**src/sv/dcfw_pkg.sv**
```systemverilog
package dcfw_pkg;

   localparam int unsigned BYTE_W = 8;
   localparam int unsigned CMD_W = 2;
   localparam int unsigned RADDR_W = 10;
   localparam int unsigned CSR_IDX_W = 2;
   localparam int unsigned PAINT_ROWS = 8;
   localparam int unsigned ROW_CNT_W = $clog2(PAINT_ROWS);

   localparam logic [CMD_W-1:0] CMD_STREAM = 2'd0;
   localparam logic [CMD_W-1:0] CMD_START = 2'd1;
   localparam logic [CMD_W-1:0] CMD_READ = 2'd2;

   localparam logic [CSR_IDX_W-1:0] CSR_PANEL_WIDTH = 2'd0;
   localparam logic [CSR_IDX_W-1:0] CSR_BLOCK_OPCODE = 2'd1;
   localparam logic [CSR_IDX_W-1:0] CSR_MODE_OPCODE = 2'd2;

   localparam logic [BYTE_W-1:0] AWAIT_MODE = 8'hFF;
   localparam logic [BYTE_W-1:0] DATA_MODE = 8'h40;
   localparam logic [BYTE_W-1:0] COMMAND_MODE = 8'h00;
   localparam logic [BYTE_W-1:0] RESET_DISPLAY_MODE = 8'h01;
   localparam logic [BYTE_W-1:0] RESET_PANEL_WIDTH = 8'd128;
   localparam logic [BYTE_W-1:0] RESET_BLOCK_OPCODE = 8'd1;
   localparam logic [BYTE_W-1:0] RESET_MODE_OPCODE = 8'd2;

   typedef struct packed {
      logic clear_wr;
      logic accept;
      logic paint_rd;
      logic paint_wr;
      logic load_rsp;
   } dcfw_cmd_type;

   typedef struct packed {
      logic clear_last;
      logic paint_req;
   } dcfw_status_type;

endpackage

```
**src/sv/dcfw_ctrl.sv**
```systemverilog
module dcfw_ctrl (
   input  logic                     clock,
   input  logic                     reset,
   input  logic                     req_valid,
   output logic                     req_ready,
   output logic                     rsp_valid,
   input  logic                     rsp_ready,
   input  dcfw_pkg::dcfw_status_type sts,
   output dcfw_pkg::dcfw_cmd_type   cmd
);

   typedef enum logic [2:0] {
      ST_CLEAR,
      ST_IDLE,
      ST_PAINT_RD,
      ST_PAINT_WR,
      ST_DONE
   } state_type;

   state_type                         state_ff, state_in;
   logic [dcfw_pkg::ROW_CNT_W-1:0]    row_ff, row_in;
   logic                              rsp_valid_ff, rsp_valid_in;
   logic                              slot_free;

   assign slot_free = !rsp_valid_ff || rsp_ready;

   always_comb begin
      state_in = state_ff;
      row_in = row_ff;
      cmd = '0;
      unique case (state_ff)
         ST_CLEAR: begin
            cmd.clear_wr = 1'b1;
            if (sts.clear_last) begin
               state_in = ST_IDLE;
            end
         end
         ST_IDLE: begin
            if (req_valid) begin
               cmd.accept = 1'b1;
               row_in = '0;
               state_in = sts.paint_req ? ST_PAINT_RD : ST_DONE;
            end
         end
         ST_PAINT_RD: begin
            cmd.paint_rd = 1'b1;
            state_in = ST_PAINT_WR;
         end
         ST_PAINT_WR: begin
            cmd.paint_wr = 1'b1;
            row_in = row_ff + 1'b1;
            if (row_ff == dcfw_pkg::ROW_CNT_W'(dcfw_pkg::PAINT_ROWS - 1)) begin
               state_in = ST_DONE;
            end else begin
               state_in = ST_PAINT_RD;
            end
         end
         ST_DONE: begin
            if (slot_free) begin
               cmd.load_rsp = 1'b1;
               state_in = ST_IDLE;
            end
         end
         default: begin
            state_in = ST_IDLE;
         end
      endcase
   end

   always_comb begin
      rsp_valid_in = rsp_valid_ff;
      if (cmd.load_rsp) begin
         rsp_valid_in = 1'b1;
      end else if (rsp_ready) begin
         rsp_valid_in = 1'b0;
      end
   end

   always_ff @(posedge clock) begin
      if (reset) begin
         state_ff <= ST_CLEAR;
         row_ff <= '0;
         rsp_valid_ff <= 1'b0;
      end else begin
         state_ff <= state_in;
         row_ff <= row_in;
         rsp_valid_ff <= rsp_valid_in;
      end
   end

   assign req_ready = (state_ff == ST_IDLE);
   assign rsp_valid = rsp_valid_ff;

endmodule

```
**config.mk**
```make
export PLATFORM = sky130hd
export DESIGN_NAME = dcfw_ctrl
export DESIGN_NICKNAME = d
export VERILOG_FILES = /design/src/sv/dcfw_pkg.sv /design/src/sv/dcfw_ctrl.sv
export SDC_FILE = /design/constraint.sdc
export NUM_CORES = 1
export LEC_CHECK = 0
export BUFFER_PORTS_ARGS = -buffer_cell sky130_fd_sc_hd__buf_2
export CORE_AREA = 4 4 41 43
export CTS_CLUSTER_DIAMETER = 60
export DETAILED_ROUTE_END_ITERATION = 8
export DIE_AREA = 0 0 45 47
export SYNTH_ARGS = -nofsm -noshare
export SYNTH_HDL_FRONTEND = slang
export SYNTH_SLANG_ARGS = --single-unit
```
**constraint.sdc**
```tcl
create_clock -name clock -period 1.9 [get_ports clock]
set_input_delay 0.095 -clock clock [delete_from_list [all_inputs] [get_ports clock]]
set_output_delay 0.095 -clock clock [all_outputs]
set_load 0.01 [all_outputs]
```
After elaboration in Yosys (flattened, before gate mapping):

Index checks and enable logic that the tools add are counted.

* register bits after elaboration: 7
* input bits: 6
* output and inout bits: 7
* logic and storage cells: 36

* add/sub/neg operators: 1
* equal/unequal tests: 8
* mux-type cells: 17
* reduce and logical (&&, ||, !) cells: 7

Operator list (number)
* $mux W3: 6
* $pmux W3 S5: 1
* $mux W1: 9
* $eq A3 B2 Y1 const B: 2
* $eq A3 B3 Y1 const B: 2
* $ne A2 B2 Y1 const B: 3
* $pmux W3 S2: 1
* $reduce_bool A2 Y1: 2
* $add A3 B1 Y3 const B: 1
* $eq A3 B1 Y1 const B: 1
* $logic_not A3 Y1: 1
* $reduce_and A3 Y1: 1
* $reduce_and A2 Y1: 1
* $logic_not A1 Y1: 1
* $logic_or A1 B1 Y1: 1

Longest topological paths before layout:

Gate-level depths: netlist (run 1).

* depth after elaboration: 5
* depth in mapped cells: 5
* mapped depth without buffers: 5

Least setup slack after synthesis (run 1):

OpenSTA, ideal clock, no wires.

* path kind: register -> output
* from: register state_ff[0]
* to: output cmd[3] (netlist name)
* arrival: 1132 ps
* data required time: 1805 ps
* setup slack: 673 ps
* stages on the path, launching flop included: 5
* path buffers: 1
* cell sequence: dfxtp_1 > buf_6 > or2b_2 > nor2_1 > and2_1

RTL lines
* start, declared: RTL line dcfw_ctrl.sv:20 `state_type state_ff, state_in;`
* start signal, assigned: RTL line dcfw_ctrl.sv:85 `state_ff <= state_in;`
* end, declared: RTL line dcfw_ctrl.sv:9 `output dcfw_pkg::dcfw_cmd_type cmd`

==> results of run 1 <==
-- registers in the layout, summed over array words and instances, names as in the netlist --
register and count:
state_ff 3, rsp_valid 1, row_ff 3
-- metrics by stage --
stage / std cells / power (mW)
finish: 71 / 0.328
floorplan: 44 / 0.181
global placement: 67 / 0.192
CTS: 71 / 0.333
global route: 71 / 0.349
detailed placement: 67 / 0.191
-- synth_stat cells, drive strengths merged, types with 2 or more instances --
library cell	count	share of area [%]
ha	2	6.2
buf	4	10
a211oi	2	3.7
and2	2	3.1
a21oi	5	7.2
dfxtp	7	35
nor2	6	5.6
nand2	3	2.8
o21ai	3	3.7
-- layer usage --
layer / part of all wire, % / up-vias
li1: - / 181
met1: 43 / 142
met2: 46 / 9
met3: 5.2 / 5
met4: 5.2 / 0
met5: 0 / -
-- worst max-delay path, stage by stage, from the launching register on --
cell and delay, ns:
dfxtp_1 0.48, or2b_2 0.36, nor2_1 0.11, and2_1 0.13, buf_2 0.12
-- layout make-up --
cell class	count	share of cell area, %
repair buffers	12	12.9
well taps	15	4.04
clock buffers	4	5.66
multi-input cells	33	47.2
flip-flops and latches	7	30.2
-- where the power goes --
group / switching (mW) / internal [mW] / leakage, nW
clock network: 0.0597 / 0.0805 / 0.0150
registers: 0.00523 / 0.149 / 0.0567
logic: 0.0173 / 0.0162 / 0.131
total: 0.0823 / 0.246 / 0.203
-- worst min-delay path by stage --
stage	slack, ns	from	end	cells past startpoint
after global routing	0.09	reset	row_ff[2]	2
final	0.09	reset	state_ff[0]	2
after global placement	0.36	reset	row_ff[1]	2
after detailed placement	0.35	reset	row_ff[2]	2
after floorplan	0.16	reset	row_ff[1]	1
after CTS	0.09	reset	state_ff[0]	2
-- cells by family after synthesis --
kind of cell	after synthesis	share of synthesized area, %
mux	1	2.50
buf+inv	4	10.3
simple gates	18	25.3
fa+ha+maj	2	6.25
flops	7	35.0
compound gates	12	20.6
==> run metrics, run 1 <==
hold_ws 0.0929 ns; Die Height 47 um; pwr/cell area 707 nW/um2; Setup Skew 0.00637 ns; # resized after CTS 0; aggregate global routing overflow 0; first-iteration detailed-routing DRC count 2; placed cell areas 438 um2; final wirelength 762 um; Mapped Cells 44; Clock Tree Buf Depth 2; CTS tree yes; CP max FO 9; commonest non-fill, non-tap cells in the layout 12 x buf_2, 7 x dfxtp_1, 6 x nor2_1; Slew HR 76.6%; Pins Over Slew Limit 0; CTS root buf clkbuf_4; filler cell count 150; setup bufs post-CTS 0; Total GRT Usage 9.74%; R2R cell count 5; Max IR drop VDD 0.321 mV; count of cell types in the netlist 22; Tmin final 1.54 ns; global placer's final weighted congestion 0.730; clk sink count 7; total area of sequential cells 140 um2; share of cells above drive strength 1 35.7%; post-place setup slack 0.630 ns; status finished clean; synthesized net count 52; met2 Use GR 13.3%; met3 track demand over resource 3.83%; worst min path class input pin to register; FF-to-FF Start row_ff[0]; asr flop ratio synth 0%; Worst R2R Setup Slack 0.67 ns; post-synthesis area per instance 9.10 um2; WP data required 1.80 ns; fmax 648 MHz; final hold violation count 0; Vias/cell 4.75; Core Area 1300 um2; insertion delay to the later sink of the worst-skew pair 0.26 ns; area occupied by multi-input gates 219 um2; CP Launch Point state_ff[0]; Setup crit end kind output port; crit path launch type register; register area share after synthesis 35.0%; global-route met1 utilization 11.0%; Area Overhead vs Synth 15.9%; commonest non-fill, non-tap cell in the layout buf_2; RSZ-0062 raised after global routing false; fin area 464 um2; # IOs 13; max cap viols 0; r2r endpoint state_ff[2]; setup TNS 0 ns; Ys Warns 0; FF+latch count, synth 7; initial antenna violation count 0; post-route ant nets 0; worst slew pin tran 0.350 ns; grt peak-use layer met2; cts bufs inserted 3; vias in the first global route 306; initial core utilization 30.8%; Setup CP Type register to output port; Site Rows 13; global-route wire length before repair 1360 um; final setup violation count 0; CP Capture Point cmd[3]; Critical Path AT 1.45 ns; htree depth 1; Main synth FF type dfxtp_1; Final #Nets 65; routed len/inst 10.7 um; EDFF count, synth 0; full die area 2120 um2; DRC viols 0; Final WS setup 0.357 ns; ANT cells 0; largest net degree at the start of global routing 12; Mapped Area 400 um2; post-route clock period utilization 81.2%; Port Buffers 12; clk slew on worst S/H paths 0.06 ns; Vias 337; Die W 45 um; Initial DRT Pass Iterations 2; Core Util, Final 35.7%; leakage 0.203 nW; hpwl dp 576 um; # hold bufs at CTS 0
(Power assumes the default switching activity.)
==> run 2: changes to the inputs <==
--- a/config.mk
+++ b/config.mk
@@ -5,6 +5,7 @@
 export SDC_FILE = /design/constraint.sdc
 export NUM_CORES = 1
 export LEC_CHECK = 0
+export ABC_AREA = 1
 export BUFFER_PORTS_ARGS = -buffer_cell sky130_fd_sc_hd__buf_2
 export CORE_AREA = 4 4 41 43
 export CTS_CLUSTER_DIAMETER = 60
==> constraint.sdc (replaced) <==
create_clock -name clock -period 1.4 [get_ports clock]
set_input_delay 0.07 -clock clock [delete_from_list [all_inputs] [get_ports clock]]
set_output_delay 0.07 -clock clock [all_outputs]
set_load 0.01 [all_outputs]
==> run 2 against run 1 <==
  * Sequential share of layout area decreased by 1.2 points
  * Sequential power up 41%
  * Synthesized area fell by 0.62%
  * Global-route usage decreased by 0.93 points
  * Register-to-register slack worse by 0.46 ns
  * Utilization is 1.5 points higher
  * Cell count up 20%
  * Via count rose by 12%
  * Count of clock-buffer cells in the layout is the same
  * Highest routed layer unchanged
==> run metrics, run 2 <==
EDFF count, synth 0 (unchanged); first-iteration detailed-routing DRC count 3 (+1); leakage 0.251 nW (+24%); full die area 2120 um2 (unchanged); CTS tree yes; worst min path class input pin to register; global placer's final weighted congestion 0.679 (-7.0%); Slew HR 81.0% (+4.3 points); cell with the most instances after synthesis nor2_1; Setup Skew 0.00195 ns (-0.00442 ns); total chip power 0.481 mW (+46%); WP data required 1.33 ns (-0.47 ns); Die Height 47 um (unchanged); global-route wire length before repair 1280 um (-5.6%); Vias/cell 4.46 (-6.1%); post-route clock period utilization 87.3%; htree depth 1 (unchanged); setup TNS 0 ns (unchanged); CP max FO 8 (-1); Total GRT Usage 8.81% (-0.93 points); Mapped Area 398 um2 (-0.62%); count of cell types in the netlist 18 (-18%); worst slew pin tran 0.285 ns (-0.0649 ns); Setup crit end kind output port; max cap viols 0 (unchanged); asr flop ratio synth 0% (unchanged); Critical Path AT 1.15 ns (-0.30 ns); commonest non-fill, non-tap cells in the layout 12 x nor2_1, 12 x buf_2, 8 x inv_1; fmax 818 MHz; Port Buffers 12 (unchanged); final wirelength 790 um (+3.7%); # hold bufs at CTS 0 (unchanged); register area share after synthesis 35.2% (+0.22 points); total area of sequential cells 140 um2 (unchanged); final hold violation count 0 (unchanged); status finished clean; insertion delay to the later sink of the worst-skew pair 0.25 ns (about the same); clk sink count 7 (unchanged); post-route ant nets 0 (unchanged); post-synthesis area per instance 7.11 um2 (-22%); Initial DRT Pass Iterations 3 (+1); initial core utilization 30.6% (-0.19 points); CTS root buf clkbuf_4; Mapped Cells 56 (+27%); # resized after CTS 0 (unchanged); Area Overhead vs Synth 21.7%; Ys Warns 0 (unchanged); filler cell count 145 (-3.3%); Pins Over Slew Limit 0 (unchanged); largest net degree at the start of global routing 9 (-3); vias in the first global route 335 (+9.5%); Clock Tree Buf Depth 2 (unchanged); Core Area 1300 um2 (unchanged); ANT cells 0 (unchanged); clk slew on worst S/H paths 0.05 ns (about the same); Final #Nets 79 (+22%); crit path launch type register; Post-synth top cells 12 x nor2_1, 8 x inv_1, 7 x dfxtp_1, 5 x nand2_1; Tmin final 1.22 ns; initial antenna violation count 0 (unchanged); Die W 45 um (unchanged); setup bufs post-CTS 0 (unchanged); largest area contributor in the netlist dfxtp_1; FF+latch count, synth 7 (unchanged); hpwl dp 627 um (+8.8%); Setup CP Type register to output port; area occupied by multi-input gates 201 um2 (-8.0%); final setup violation count 0 (unchanged); Max IR drop VDD 0.634 mV (+97%); cts bufs inserted 3 (unchanged); # IOs 13 (unchanged); Vias 379 (+12%); routed len/inst 9.29 um (-13%); worst hold path depth 2 (unchanged); aggregate global routing overflow 0 (unchanged); hold_ws 0.0666 ns (-0.0263 ns); Synth top area share 35.2% (+0.22 points); R2R cell count 8 (+3); RSZ-0062 raised after global routing false; pwr/cell area 993 nW/um2 (+40%); Site Rows 13 (unchanged); Main synth FF type dfxtp_1; top cells by area, synth dfxtp_1 35%, nor2_1 11%, inv_1 7.5%, ha_1 6.3%, a21oi_1 5.0%; share of cells above drive strength 1 31.4% (-4.3 points); synthesized net count 64 (+23%); DRC viols 0 (unchanged)
run 2: per-stage QoR:
step | std cells | setup slack [ns] | util [%] | area (um2)
2_1_floorplan | 56 | 0.288 | - | 398
3_3_place_gp | 81 | 0.229 | 35.2 | 458
3_5_place_dp | 81 | 0.216 | 35.2 | 458
4_1_cts | 85 | 0.164 | 37.2 | 484
5_1_grt | 85 | 0.0825 | 37.2 | 484
6_report | 85 | 0.178 | 37.2 | 484
run 2: worst max-delay path: stages, from the launching register on:
cell     delay (ns)
dfxtp_1        0.48
nand3_1        0.16
inv_2          0.12
buf_2          0.14
run 2: layer usage:
layer  share of wire [%]  GRT usage [%]
met5                   0              0
met1                  47           9.45
met2                  45           13.8
met4                 1.0           3.51
met3                 6.6           5.75
run 2: final timing paths:
path	to	from	slack [ns]
setup / recovery	cmd[1]	state_ff[0]	0.18
hold / removal	row_ff[1]	reset	0.07
setup reg to reg	state_ff[2]	row_ff[0]	0.21
hold reg to reg	row_ff[1]	row_ff[1]	0.46
run 2: layout make-up:
type	instances	share of cell area [%]
clock buffer	4	5.43
inverter	10	7.75
sequential	7	28.9
timing repair buffer	12	12.4
multi-input combinational	37	41.6
tap	15	3.88
run 2: cell families after synthesis:
family,after synthesis,share of synthesized area [%]
adder cells (fa/ha/maj),2,6.29
AND/OR/NAND/NOR,29,35.8
flip-flops,7,35.2
AO/OA/AOI/OAI,6,8.49
buffers and inverters,12,14.2
run 2: report_power, final:
part / internal (mW) / total [mW] / switching (mW)
Sequential: 0.207 / 0.218 / 0.0117
Clock: 0.109 / 0.184 / 0.0749
Combinational: 0.0327 / 0.0789 / 0.0462
